File: src/rtl/min_heap_timer_queue_assert.svh
// Assertion macros for the timer queue RTL.
`ifndef MIN_HEAP_TIMER_QUEUE_ASSERT_SVH
`define MIN_HEAP_TIMER_QUEUE_ASSERT_SVH
`ifndef NO_ASSERTIONS
`define MHTQ_ASSERT(lbl, prop, msg) \
  lbl: assert property (@(posedge clk) disable iff (!rst_n) (prop)) else $error(msg);
`define MHTQ_ASSERT_NEXT(lbl, ante, cons, msg) \
  lbl: assert property (@(posedge clk) disable iff (!rst_n) (ante) |=> (cons)) else $error(msg);
`else
`define MHTQ_ASSERT(lbl, prop, msg)
`define MHTQ_ASSERT_NEXT(lbl, ante, cons, msg)
`endif
`endif

File: src/rtl/mhtq_pkg.sv
// Types and constants shared by the timer queue modules.
`timescale 1ns / 1ps
package mhtq_pkg;

  localparam int ID_BITS  = 6;
  localparam int ID_COUNT = 64;
  localparam int MAX_POPS = 64;
  localparam int POPS_W   = 7;

  localparam logic [1:0] FUNC_ADD    = 2'd0;
  localparam logic [1:0] FUNC_UPDATE = 2'd1;
  localparam logic [1:0] FUNC_REMOVE = 2'd2;
  localparam logic [1:0] FUNC_TICK   = 2'd3;

  localparam logic [1:0] ST_OK   = 2'd0;
  localparam logic [1:0] ST_FULL = 2'd1;
  localparam logic [1:0] ST_MISS = 2'd2;

  typedef struct packed {
    logic [1:0]         func;
    logic [ID_BITS-1:0] timer_id;
    logic [31:0]        delay_seconds;
    logic [31:0]        now_seconds;
  } req_t;

  typedef struct packed {
    logic [1:0]         status;
    logic               expired_valid;
    logic [ID_BITS-1:0] expired_id;
    logic               last;
  } rsp_t;

  typedef struct packed {
    logic       load;
    logic       rd_dec;
    logic       take_add;
    logic       take_upd;
    logic       do_remove;
    logic       rd_last;
    logic       do_pop;
    logic       ld_held;
    logic       rd_parent;
    logic       par_move;
    logic       rd_left;
    logic       ld_left;
    logic       rd_right;
    logic       sel_right;
    logic       child_move;
    logic       wr_final;
    logic       rd_top;
    logic       set_status;
    logic [1:0] status;
    logic       emit;
    logic       emit_pend;
    logic       emit_last;
  } cmd_t;

  typedef struct packed {
    logic [1:0] func;
    logic       present;
    logic       full;
    logic       ptab_bad;
    logic       rem_is_last;
    logic       tick_ok;
    logic       cnt_one;
    logic       pos_zero;
    logic       parent_le;
    logic       has_left;
    logic       has_right;
    logic       right_lt;
    logic       child_lt;
    logic       out_free;
    logic       have_pend;
  } sts_t;

endpackage

File: src/rtl/mhtq_ctrl.sv
// Sequencer for the timer queue: decodes requests and steps heap sifts.
`timescale 1ns / 1ps
module mhtq_ctrl import mhtq_pkg::*; (
  input  logic clk,
  input  logic rst_n,
  input  logic in_valid,
  output logic in_ready,
  output cmd_t cmd,
  input  sts_t sts
);

  localparam logic [3:0] S_IDLE  = 4'd0;
  localparam logic [3:0] S_DEC   = 4'd1;
  localparam logic [3:0] S_DISP  = 4'd2;
  localparam logic [3:0] S_LDH   = 4'd3;
  localparam logic [3:0] S_R_RD  = 4'd4;
  localparam logic [3:0] S_R_CMP = 4'd5;
  localparam logic [3:0] S_S_GO  = 4'd6;
  localparam logic [3:0] S_S_RDL = 4'd7;
  localparam logic [3:0] S_S_RDR = 4'd8;
  localparam logic [3:0] S_S_CMP = 4'd9;
  localparam logic [3:0] S_FIN   = 4'd10;
  localparam logic [3:0] S_TCHK  = 4'd11;
  localparam logic [3:0] S_TDEC  = 4'd12;
  localparam logic [3:0] S_EMIT  = 4'd13;

  logic [3:0] state_r, state_nxt;

  assign in_ready = (state_r == S_IDLE);

  always_comb begin
    cmd = '0;
    state_nxt = state_r;
    case (state_r)
      S_IDLE: begin
        if (in_valid) begin
          cmd.load = 1'b1;
          state_nxt = S_DEC;
        end
      end
      S_DEC: begin
        cmd.rd_dec = 1'b1;
        state_nxt = S_DISP;
      end
      S_DISP: begin
        if (sts.func == FUNC_TICK) begin
          state_nxt = S_TDEC;
        end else if (sts.func == FUNC_ADD && !sts.present) begin
          if (sts.full) begin
            cmd.set_status = 1'b1;
            cmd.status = ST_FULL;
            state_nxt = S_EMIT;
          end else begin
            cmd.take_add = 1'b1;
            state_nxt = S_R_RD;
          end
        end else if (!sts.present || sts.ptab_bad) begin
          cmd.set_status = 1'b1;
          cmd.status = ST_MISS;
          state_nxt = S_EMIT;
        end else if (sts.func == FUNC_REMOVE) begin
          cmd.do_remove = 1'b1;
          if (sts.rem_is_last) begin
            state_nxt = S_EMIT;
          end else begin
            cmd.rd_last = 1'b1;
            state_nxt = S_LDH;
          end
        end else begin
          cmd.take_upd = 1'b1;
          state_nxt = S_R_RD;
        end
      end
      S_LDH: begin
        cmd.ld_held = 1'b1;
        state_nxt = S_R_RD;
      end
      S_R_RD: begin
        if (sts.pos_zero) begin
          state_nxt = S_S_GO;
        end else begin
          cmd.rd_parent = 1'b1;
          state_nxt = S_R_CMP;
        end
      end
      S_R_CMP: begin
        if (sts.parent_le) begin
          state_nxt = S_S_GO;
        end else begin
          cmd.par_move = 1'b1;
          state_nxt = S_R_RD;
        end
      end
      S_S_GO: begin
        if (sts.has_left) begin
          cmd.rd_left = 1'b1;
          state_nxt = S_S_RDL;
        end else begin
          state_nxt = S_FIN;
        end
      end
      S_S_RDL: begin
        cmd.ld_left = 1'b1;
        if (sts.has_right) begin
          cmd.rd_right = 1'b1;
          state_nxt = S_S_RDR;
        end else begin
          state_nxt = S_S_CMP;
        end
      end
      S_S_RDR: begin
        cmd.sel_right = sts.right_lt;
        state_nxt = S_S_CMP;
      end
      S_S_CMP: begin
        if (sts.child_lt) begin
          cmd.child_move = 1'b1;
          state_nxt = S_S_GO;
        end else begin
          state_nxt = S_FIN;
        end
      end
      S_FIN: begin
        cmd.wr_final = 1'b1;
        state_nxt = (sts.func == FUNC_TICK) ? S_TCHK : S_EMIT;
      end
      S_TCHK: begin
        cmd.rd_top = 1'b1;
        state_nxt = S_TDEC;
      end
      S_TDEC: begin
        if (sts.have_pend) begin
          if (sts.out_free) begin
            cmd.emit = 1'b1;
            cmd.emit_pend = 1'b1;
            cmd.emit_last = !sts.tick_ok;
            if (sts.tick_ok) begin
              cmd.do_pop = 1'b1;
              cmd.rd_last = !sts.cnt_one;
              state_nxt = sts.cnt_one ? S_TCHK : S_LDH;
            end else begin
              state_nxt = S_IDLE;
            end
          end
        end else if (sts.tick_ok) begin
          cmd.do_pop = 1'b1;
          cmd.rd_last = !sts.cnt_one;
          state_nxt = sts.cnt_one ? S_TCHK : S_LDH;
        end else if (sts.out_free) begin
          cmd.emit = 1'b1;
          state_nxt = S_IDLE;
        end
      end
      S_EMIT: begin
        if (sts.out_free) begin
          cmd.emit = 1'b1;
          state_nxt = S_IDLE;
        end
      end
      default: state_nxt = S_IDLE;
    endcase
  end

  always_ff @(posedge clk) begin
    if (!rst_n) begin
      state_r <= S_IDLE;
    end else begin
      state_r <= state_nxt;
    end
  end

endmodule

File: src/rtl/mhtq_datapath.sv
// Heap and position memories, presence flags, sift registers and result register.
`timescale 1ns / 1ps
`include "min_heap_timer_queue_assert.svh"
module mhtq_datapath import mhtq_pkg::*; #(
  parameter int CAPACITY  = 64,
  parameter int TIME_BITS = 32
) (
  input  logic clk,
  input  logic rst_n,
  input  req_t in_data,
  input  logic out_ready,
  output logic out_valid,
  output rsp_t out_data,
  input  cmd_t cmd,
  output sts_t sts
);

  localparam int PW = (CAPACITY > 1) ? $clog2(CAPACITY) : 1;
  localparam int CW = PW + 1;
  localparam int SW = ((TIME_BITS > 32) ? TIME_BITS : 32) + 1;
  localparam logic [CW-1:0] CAP_C = CW'(CAPACITY);

  logic [TIME_BITS-1:0] hexp_mem [CAPACITY];
  logic [ID_BITS-1:0]   hid_mem  [CAPACITY];
  logic [PW-1:0]        ptab_mem [ID_COUNT];

  logic [1:0]           req_func_r;
  logic [ID_BITS-1:0]   req_id_r;
  logic [TIME_BITS-1:0] req_exp_r;
  logic [TIME_BITS-1:0] req_now_r;
  logic [CW-1:0]        cnt_r;
  logic [ID_COUNT-1:0]  pres_r;
  logic [TIME_BITS-1:0] hq_exp_r;
  logic [ID_BITS-1:0]   hq_id_r;
  logic [PW-1:0]        pq_r;
  logic [TIME_BITS-1:0] held_exp_r;
  logic [ID_BITS-1:0]   held_id_r;
  logic [PW-1:0]        pos_r;
  logic [TIME_BITS-1:0] child_exp_r;
  logic [ID_BITS-1:0]   child_id_r;
  logic [PW-1:0]        cidx_r;
  logic [ID_BITS-1:0]   pend_id_r;
  logic                 have_pend_r;
  logic [POPS_W-1:0]    pops_r;
  logic [1:0]           status_r;
  logic                 out_valid_r;
  rsp_t                 out_r;

  logic [SW-1:0]        sum_w;
  logic [TIME_BITS-1:0] now_w;
  logic [TIME_BITS-1:0] exp_w;
  logic [CW-1:0]        cnt_dec;
  logic [PW-1:0]        parent_idx;
  logic [CW-1:0]        left_full;
  logic [CW:0]          right_full;
  logic                 hrd_en;
  logic [PW-1:0]        hrd_addr;
  logic                 hwr_en;
  logic [PW-1:0]        hwr_addr;
  logic [TIME_BITS-1:0] hwr_exp;
  logic [ID_BITS-1:0]   hwr_id;
  logic                 out_free;

  assign now_w = TIME_BITS'(in_data.now_seconds);
  assign sum_w = SW'(now_w) + SW'(in_data.delay_seconds);
  assign exp_w = (|sum_w[SW-1:TIME_BITS]) ? {TIME_BITS{1'b1}} : sum_w[TIME_BITS-1:0];

  assign cnt_dec    = cnt_r - CW'(1);
  assign parent_idx = (pos_r - PW'(1)) >> 1;
  assign left_full  = {pos_r, 1'b1};
  assign right_full = {1'b0, left_full} + (CW+1)'(1);
  assign out_free   = !out_valid_r || out_ready;

  always_comb begin
    hrd_en = cmd.rd_dec | cmd.rd_top | cmd.rd_last | cmd.rd_parent | cmd.rd_left |
             cmd.rd_right;
    hrd_addr = '0;
    if (cmd.rd_last) hrd_addr = cnt_dec[PW-1:0];
    else if (cmd.rd_parent) hrd_addr = parent_idx;
    else if (cmd.rd_left) hrd_addr = left_full[PW-1:0];
    else if (cmd.rd_right) hrd_addr = right_full[PW-1:0];
  end

  always_comb begin
    hwr_en   = cmd.par_move | cmd.child_move | cmd.wr_final;
    hwr_addr = pos_r;
    hwr_exp  = held_exp_r;
    hwr_id   = held_id_r;
    if (cmd.par_move) begin
      hwr_exp = hq_exp_r;
      hwr_id  = hq_id_r;
    end else if (cmd.child_move) begin
      hwr_exp = child_exp_r;
      hwr_id  = child_id_r;
    end
  end

  always_ff @(posedge clk) begin
    if (hwr_en) begin
      hexp_mem[hwr_addr] <= hwr_exp;
      hid_mem[hwr_addr]  <= hwr_id;
      ptab_mem[hwr_id]   <= hwr_addr;
    end
    if (hrd_en) begin
      hq_exp_r <= hexp_mem[hrd_addr];
      hq_id_r  <= hid_mem[hrd_addr];
    end
    if (cmd.rd_dec) pq_r <= ptab_mem[req_id_r];
  end

  always_ff @(posedge clk) begin
    if (!rst_n) begin
      cnt_r       <= '0;
      pres_r      <= '0;
      out_valid_r <= 1'b0;
      have_pend_r <= 1'b0;
      pops_r      <= '0;
    end else begin
      if (cmd.take_add) begin
        cnt_r <= cnt_r + CW'(1);
        pres_r[req_id_r] <= 1'b1;
      end
      if (cmd.do_remove) begin
        cnt_r <= cnt_dec;
        pres_r[req_id_r] <= 1'b0;
      end
      if (cmd.do_pop) begin
        cnt_r <= cnt_dec;
        pres_r[hq_id_r] <= 1'b0;
        pops_r <= pops_r + POPS_W'(1);
        have_pend_r <= 1'b1;
      end
      if (cmd.load) begin
        pops_r <= '0;
        have_pend_r <= 1'b0;
      end
      if (cmd.emit) out_valid_r <= 1'b1;
      else if (out_ready) out_valid_r <= 1'b0;
    end
  end

  always_ff @(posedge clk) begin
    if (cmd.load) begin
      req_func_r <= in_data.func;
      req_id_r   <= in_data.timer_id;
      req_exp_r  <= exp_w;
      req_now_r  <= now_w;
      status_r   <= ST_OK;
    end
    if (cmd.set_status) status_r <= cmd.status;
    if (cmd.take_add || cmd.take_upd) begin
      held_exp_r <= req_exp_r;
      held_id_r  <= req_id_r;
    end
    if (cmd.ld_held) begin
      held_exp_r <= hq_exp_r;
      held_id_r  <= hq_id_r;
    end
    if (cmd.take_add) pos_r <= cnt_r[PW-1:0];
    if (cmd.take_upd || cmd.do_remove) pos_r <= pq_r;
    if (cmd.do_pop) begin
      pos_r     <= '0;
      pend_id_r <= hq_id_r;
    end
    if (cmd.par_move) pos_r <= parent_idx;
    if (cmd.child_move) pos_r <= cidx_r;
    if (cmd.ld_left) begin
      child_exp_r <= hq_exp_r;
      child_id_r  <= hq_id_r;
      cidx_r      <= left_full[PW-1:0];
    end
    if (cmd.sel_right) begin
      child_exp_r <= hq_exp_r;
      child_id_r  <= hq_id_r;
      cidx_r      <= right_full[PW-1:0];
    end
    if (cmd.emit) begin
      if (cmd.emit_pend) begin
        out_r.status        <= ST_OK;
        out_r.expired_valid <= 1'b1;
        out_r.expired_id    <= pend_id_r;
        out_r.last          <= cmd.emit_last;
      end else begin
        out_r.status        <= status_r;
        out_r.expired_valid <= 1'b0;
        out_r.expired_id    <= '0;
        out_r.last          <= 1'b1;
      end
    end
  end

  always_comb begin
    sts.func        = req_func_r;
    sts.present     = pres_r[req_id_r];
    sts.full        = (cnt_r >= CAP_C);
    sts.ptab_bad    = ({1'b0, pq_r} >= cnt_r);
    sts.rem_is_last = ({1'b0, pq_r} == cnt_dec);
    sts.tick_ok     = (cnt_r != '0) && (hq_exp_r <= req_now_r) &&
                      (pops_r < POPS_W'(MAX_POPS));
    sts.cnt_one     = (cnt_r == CW'(1));
    sts.pos_zero    = (pos_r == '0);
    sts.parent_le   = (hq_exp_r <= held_exp_r);
    sts.has_left    = (left_full < cnt_r);
    sts.has_right   = (right_full < {1'b0, cnt_r});
    sts.right_lt    = (hq_exp_r < child_exp_r);
    sts.child_lt    = (child_exp_r < held_exp_r);
    sts.out_free    = out_free;
    sts.have_pend   = have_pend_r;
  end

  assign out_valid = out_valid_r;
  assign out_data  = out_r;

  `MHTQ_ASSERT(a_cnt_cap, cnt_r <= CAP_C, "heap count above capacity")
  `MHTQ_ASSERT(a_emit_free, !cmd.emit || out_free, "result written over a waiting one")
  `MHTQ_ASSERT(a_pops_max, pops_r <= POPS_W'(MAX_POPS), "too many pops in one tick")
  `MHTQ_ASSERT_NEXT(a_add_grow, cmd.take_add, cnt_r == $past(cnt_r) + CW'(1),
                    "add did not grow the heap")

endmodule

File: src/rtl/min_heap_timer_queue.sv
// Timer queue top level: binary min-heap of expiries with id lookup.
// Input requests (in_valid/in_ready, in_data) carry func, timer_id, delay_seconds
// and now_seconds. Add, update and remove each give one result with a status;
// tick gives one result per expired timer, earliest first, at most 64, with
// last set on the final one, or a single empty result when nothing expired.
// One request is handled at a time; in_ready is high only while idle.
// Each request is first decoded, then sifted through the heap memory, which has
// one read port: a level moved up reads the parent and compares, a level moved
// down reads the left child, then the right child if there is one, and compares.
// On tick, a sift down from the root follows each pop that leaves timers behind.
// Results go to an output register (out_valid/out_ready); while the receiver
// stalls, the sequencer waits before writing the next result, and the heap
// state holds. Reset (rst_n low, synchronous) empties the heap and clears the
// presence flags; no clearing pass is needed, requests are taken right away.
`timescale 1ns / 1ps
module min_heap_timer_queue import mhtq_pkg::*; #(
  parameter int CAPACITY  = 64,
  parameter int TIME_BITS = 32
) (
  input  logic clk,
  input  logic rst_n,
  input  logic in_valid,
  output logic in_ready,
  input  req_t in_data,
  output logic out_valid,
  input  logic out_ready,
  output rsp_t out_data
);

  cmd_t cmd;
  sts_t sts;

  mhtq_ctrl u_ctrl (
    .clk      (clk),
    .rst_n    (rst_n),
    .in_valid (in_valid),
    .in_ready (in_ready),
    .cmd      (cmd),
    .sts      (sts)
  );

  mhtq_datapath #(
    .CAPACITY  (CAPACITY),
    .TIME_BITS (TIME_BITS)
  ) u_dp (
    .clk       (clk),
    .rst_n     (rst_n),
    .in_data   (in_data),
    .out_ready (out_ready),
    .out_valid (out_valid),
    .out_data  (out_data),
    .cmd       (cmd),
    .sts       (sts)
  );

endmodule
File: config.mk
export PLATFORM = sky130hd
export DESIGN_NAME = min_heap_timer_queue
export DESIGN_NICKNAME = d
export VERILOG_FILES = /design/src/rtl/mhtq_pkg.sv /design/src/rtl/mhtq_ctrl.sv /design/src/rtl/mhtq_datapath.sv /design/src/rtl/min_heap_timer_queue.sv
export VERILOG_INCLUDE_DIRS = /design/src /design/src/rtl
export SDC_FILE = /design/constraint.sdc
export NUM_CORES = 2
export LEC_CHECK = 0
export BUFFER_PORTS_ARGS = -buffer_cell sky130_fd_sc_hd__buf_2
export CAP_MARGIN = 20
export CELL_PAD_IN_SITES_DETAIL_PLACEMENT = 1
export CELL_PAD_IN_SITES_GLOBAL_PLACEMENT = 2
export CORE_UTILIZATION = 53
export CTS_CLUSTER_DIAMETER = 60
export CTS_CLUSTER_SIZE = 24
export DETAILED_ROUTE_END_ITERATION = 10
export PLACE_DENSITY = 0.8
export SLEW_MARGIN = 20
export SYNTH_ARGS = -nofsm -noshare
export SYNTH_HDL_FRONTEND = slang
export SYNTH_HIERARCHICAL = 1
export SYNTH_SLANG_ARGS = --single-unit
File: constraint.sdc
create_clock -name clk -period 9.9 [get_ports clk]
set_clock_uncertainty 0.15 [all_clocks]
set_input_delay 0.99 -clock clk [delete_from_list [all_inputs] [get_ports clk]]
set_output_delay 0.99 -clock clk [all_outputs]
set_load 0.1 [all_outputs]
# After elaboration in Yosys (flattened, before gate mapping)
# Memories as Yosys holds them, arrays and structs flattened. A register that Yosys moved wholly into a read port is not among the register bits.
# Index checks and enable logic that the tools add are counted.
dict set report totals {
  out_inout_bits 12
  ramBits 2816
  register_bits 262
  word_cells 208
  input_bits 76
  memories 3
}
dict set report op_classes {
  bitwise 13
  n_eq_ne 19
  n_reduce_logical 25
  mux 107
  add_sub_neg 6
  n_lt_le_gt_ge 13
}
# memory depth width rd rd_clocked_by_memory_dff write_ports line_no
set mem_list {}
lappend mem_list {u_dp.hexp_mem 64 32 1 1 1 mhtq_datapath.sv:23} ;# logic [TIME_BITS-1:0] hexp_mem [CAPACITY];
lappend mem_list {u_dp.hid_mem 64 6 1 1 1 mhtq_datapath.sv:24} ;# logic [ID_BITS-1:0] hid_mem [CAPACITY];
lappend mem_list {u_dp.ptab_mem 64 6 1 1 1 mhtq_datapath.sv:25} ;# logic [PW-1:0] ptab_mem [ID_COUNT];
# operator n
set ops {}
lappend ops {{two-way mux 64 bit} 5}
lappend ops {{two-way mux 32 bit} 6}
lappend ops {{AND 64 bit} 2}
lappend ops {{NOT 64 bit} 2}
lappend ops {{two-way mux 6 bit} 17}
lappend ops {{less-or-equal comparator 32 bit} 2}
lappend ops {{less-than comparator 32 bit} 2}
lappend ops {{two-way mux 4 bit} 16}
lappend ops {{bitwise OR 64 bit} 1}
lappend ops {{one-hot mux 4 bit (14 select lines)} 1}
lappend ops {{adder 32 x 32 -> 33 bit} 1}
lappend ops {{two-way mux 1 bit} 32}
lappend ops {{two-way mux 3 bit} 10}
lappend ops {{equality test 4 bit, second input constant} 6}
lappend ops {{two-way mux 2 bit} 11}
lappend ops {{two-way mux 7 bit} 3}
lappend ops {{equality test 4 x 3 -> 1 bit, second input constant} 4}
lappend ops {{adder 7 x 1 -> 7 bit, second input constant} 2}
lappend ops {{less-than comparator 6 x 7 -> 1 bit, second input constant} 2}
lappend ops {{demux 1 bit (select 6 bit)} 2}
lappend ops {{greater-or-equal comparator 6 x 1 -> 1 bit, second input constant} 2}
lappend ops {{adder 7 x 1 -> 8 bit, second input constant} 1}
lappend ops {{equality test 4 x 2 -> 1 bit, second input constant} 2}
lappend ops {{less-than comparator 8 x 7 -> 1 bit} 1}
lappend ops {{29 further kinds} 50}

# Depth between registers and ports, before layout
dict set report logic_depth {
  ltp_word 15
  ltp_mapped 25
  mapped_depth_nobuf 20
}

# Modules after synthesis
# The synthesis kept the hierarchy.
# mod instances area_each_um2 cells_each seq_area_each_um2
set by_module_without_submodules {}
lappend by_module_without_submodules {mhtq_datapath 1 124947.3 6695 92829.0}
lappend by_module_without_submodules {mhtq_ctrl 1 661.9 100 80.1}

# Worst setup path before layout
# No wires, ideal clock.
dict set report synth_timing {
  path_type {reg2reg}
  startpoint {reg u_dp.child_exp_r[25]}
  endpoint {mem u_dp.hexp_mem[0][10] (data pin)}
  slack_ps 3153
  synth_period_minus_slack_ps 6747
  n_path_buf 3
  t_required_ps 9048
  path_stages_with_launch 13
  arrival_ps 5895
  setup_time_ps 702
  cell_sequence {edfxtp_1 -> ha_1 -> a21o_1 -> a21o_1 -> a21oi_1 -> or3b_2 -> o31ai_1 -> and4_1 -> clkbuf_1 -> buf_1 -> buf_1 -> mux2i_1 -> o21ai_0}
}
# item line_no
set synth_lines {}
lappend synth_lines {{from (decl)} mhtq_datapath.sv:39} ;# logic [TIME_BITS-1:0] child_exp_r;
lappend synth_lines {{from (signal assigned)} mhtq_datapath.sv:168} ;# child_exp_r <= hq_exp_r;
lappend synth_lines {{from (signal assigned)} mhtq_datapath.sv:173} ;# child_exp_r <= hq_exp_r;
lappend synth_lines {{to (decl)} mhtq_datapath.sv:23}

==> flow_summary_export.csv <==
group,metric,value,unit
run_status,status,"complete, no violations",
drt,wl_per_cell,33.9,um
min_path,hp-start,"in_data[69]",
clock_tree,clk_latency,0.89,ns
synth,ys_types,80,
synth,synthesis.area,0.126,sq mm
power_and_ir_drop,power_leakage,43.9,nW
drt,ant_nets,0,
die,core,0.235,sq mm
worst_setup_path,path_class,"reg -> reg",
worst_setup_path,required,10.31,ns
drt,dr_total_vias,67668,
grt,track_usage,0.290,
worst_setup_path,startpoint,"u_dp/hq_exp_r[9]$_DFFE_PP_",
layout,layout-drive-gt1-share,0.200,
timing,setup_viol,0,
timing,fin_crit_sh,0.796,
grt,grt_max_degree,131,
die,dieArea,0.239,sq mm
worst_setup_path,r2r-start,"u_dp/hq_exp_r[9]$_DFFE_PP_",
clock_tree,cts_resized,0,
synth,syn_nets,7055,
worst_setup_path,cp_top_family,"compound AO/OA/AOI/OAI gates",
worst_setup_path,slowest_stage,"a211oi_1",
die,pin_count,88,
layout,final_common_cell,"edfxtp_1",
drt,drt_iter0_drc,8342,
power_and_ir_drop,fin_total_pwr,0.0317,W
die,dieWidth,489,um
worst_setup_path,worst-path-max-fanout,53,
timing,worst_pin_slew,1.27,ns
drt,vias_per_cell,6.64,
clock_tree,clock_tree.root_cell,"clkbuf_16",
worst_setup_path,crit_buf_inv,4,
synth,synth_compound_area_frac,0.0517,
synth,yosys.area.top_type,"edfxtp_1",
clock_tree,cts_made_buffers,190,
job,drv_cap,0,
layout,final_cell_mix,"3038 x edfxtp_1, 608 x mux4_2, 456 x nand2_1",
layout,final_area,0.137,sq mm
drt,drc,0,
layout,syn2layout_area_growth,9.32,%
die,die_h,489,um
synth,synthAdderAreaFrac,0.0184,
power_and_ir_drop,max-vdd-ir-drop,0.000260,V
clock_tree,path_clk_slew,0.08,ns
synth,synth.ff_latch_count,3122,
min_path,hold_class,"in -> reg",
worst_setup_path,cp_common_cell,"buf_4",
clock_tree,clk_path_buf_depth,3,
timing,hold_violations,0,
synth,seq_area_frac_synth,0.740,
synth,synth_top_flop_cell,"edfxtp_1",
synth,synth_top_family_by_area,"multiplexers",
worst_setup_path,crit_arrival,8.29,ns
grt,antenna_found_initial,12,
synth,synth_top_area_frac,0.726,
grt,grt_pass1_wl,496,mm
synth,yosys-top-cells-area,"edfxtp_1 73%, mux4_2 11%, ha_1 1.8%",
synth,yosysWarnings,6,
timing,setup_tns,0,ns
clock_tree,cts_tree,"done",
clock_tree,hold_buffers,0,
layout,layout.nets,7152,
die,std_cell_rows,178,
placement,placedInstanceArea,0.131,sq mm
clock_tree,htreeDepth,4,
die,start_util,0.534,
grt,grt_pass1_vias,69771,
timing,rsz0062_at_grt,"no",
placement,io_buffers,87,
synth,synth_cells,6795,
worst_setup_path,crit_path_start_kind,"register",
clock_tree,cts.sinks,3122,
timing,max_freq,127,MHz
placement,globalplace.congestion,0.832,
grt,globalRoute.totalOverflow,0,
synth,synthMuxAreaShare,0.122,
clock_tree,post-cts-setup-buffers,0,
timing,slew_headroom,0.128,
synth,async_flop_share,0,
timing,drv_slew,0,
worst_setup_path,crit_path_end_kind,"register",
timing,finalCriticalPeriod,7.88,ns
synth,synth-simple-area-share,0.0451,
worst_setup_path,cpPeakStageDelay,0.81,ns
synth,avgSynthCellArea,18.5,sq um
synth,synth-xor-area-share,0.00349,
placement,dp_hpwl,205,mm
power_and_ir_drop,power.density,231,mW/mm^2
worst_setup_path,crit_chain,"ha_1 > a21o_1 > a21o_1 > a21oi_1 > o21ai_0 > nand3_1 > a31oi_1 > a2111o_1 > a211oi_1 > nand2_1 > o32ai_2 > buf_4 > a21oi_1 > a22oi_2 > buf_4 > buf_4 > buf_4 > mux4_2 > nand2_1 > nand3_1 > nand4_1 > a31oi_1",
synth,synth_edf_count,3038,
drt,dr.pass1.iters,5,
drt,routed_wl,346,mm
[area by class of cell]
cell class	count	area, sq um
fillers	20279	98100
flip-flops and latches	3122	92900
multi-input cells	3151	31300
diodes	1	2.50
clock buffers	209	4930
repair buffers	284	2160
inverters	143	541
clock inverters	131	1560
well taps	3150	3940
[cells in the mapped netlist (all sizes together) (16+ instances only)]
cell type  number
and2           35
a21o           46
edfxtp       3038
nand4          95
mux4          608
a22oi         208
o21a           20
a311oi         16
mux2i         116
ha            183
a221oi         41
inv           143
nor3           23
xor2           18
dfxtp          84
nor2          308
a32oi          76
or3            50
a22o           35
nand2         457
o221ai         22
a21oi         155
nand2b         21
buf           231
mux2           43
clkbuf        148
nor2b          28
a31oi          79
and3           25
a211oi         41
nand3         120
xnor2          32
o21ai         135
[worst paths after layout]
kind                                               endpoint  slack [ns]  cells past startpoint
worst min-delay path             u_dp/req_id_r[5]$_DFFE_PP_        0.15                      1
worst min register to register   u_dp/pres_r[24]$_SDFF_PN0_        0.33                      2
worst max-delay path            u_dp/hq_exp_r[27]$_DFFE_PP_        2.02                     22
worst max register to register  u_dp/hq_exp_r[27]$_DFFE_PP_        2.02                     22
[per-stage QoR]
| step | setup WS, ns | std cells | hold slack [ns] | util |
|---|---|---|---|---|
| global route | 1.80 | 10191 | 0.113 | 0.583 |
| finish | 2.02 | 10191 | 0.154 | 0.583 |
| global placement | 2.09 | 9847 | 0.296 | 0.555 |
| detailed placement | 2.18 | 9849 | 0.311 | 0.556 |
| CTS | 2.14 | 10189 | 0.0857 | 0.583 |
| floorplan | 3.15 | 6795 | 0.286 | - |
[power breakdown]
group          switching [W]  internal, W  leakage (nW)  total [W]
Clock                0.00471      0.00409          3.14    0.00880
Sequential          0.000429       0.0156          28.0     0.0160
Combinational        0.00459      0.00229          12.7    0.00688
[cells by family after synthesis]
family / Yosys count
AND/OR/NAND/NOR: 1220
multiplexers: 767
buffers and inverters: 522
AO/OA/AOI/OAI: 930
flip-flops: 3122
adder cells (fa/ha/maj): 184
XOR/XNOR: 50
[layer usage]
metal	GRT usage	wire length, um
met1	0.418	140000
met2	0.467	166000
met3	0.0449	30200
met4	0.0737	9180
met5	0	13
[registers in the layout (all words and copies together) (netlist names), 6 cells and up]
name / flops
u_dp/pq_r: 6
u_dp/child_id_r: 6
u_dp/cnt_r: 7
u_dp/req_id_r: 6
u_dp/req_now_r: 32
u_dp/hid_mem: 384
u_dp/hwr_addr: 6
u_dp/hq_id_r: 6
u_dp/cidx_r: 6
u_dp/pres_r: 64
u_dp/req_exp_r: 32
u_dp/child_exp_r: 32
u_dp/pops_r: 7
u_dp/hq_exp_r: 32
u_dp/ptab_mem: 384
u_dp/hexp_mem: 2048
u_dp/held_id_r: 6
u_dp/pend_id_r: 6
u_dp/held_exp_r: 32
u_dp/out_data: 10
(Power assumes the default switching activity.)
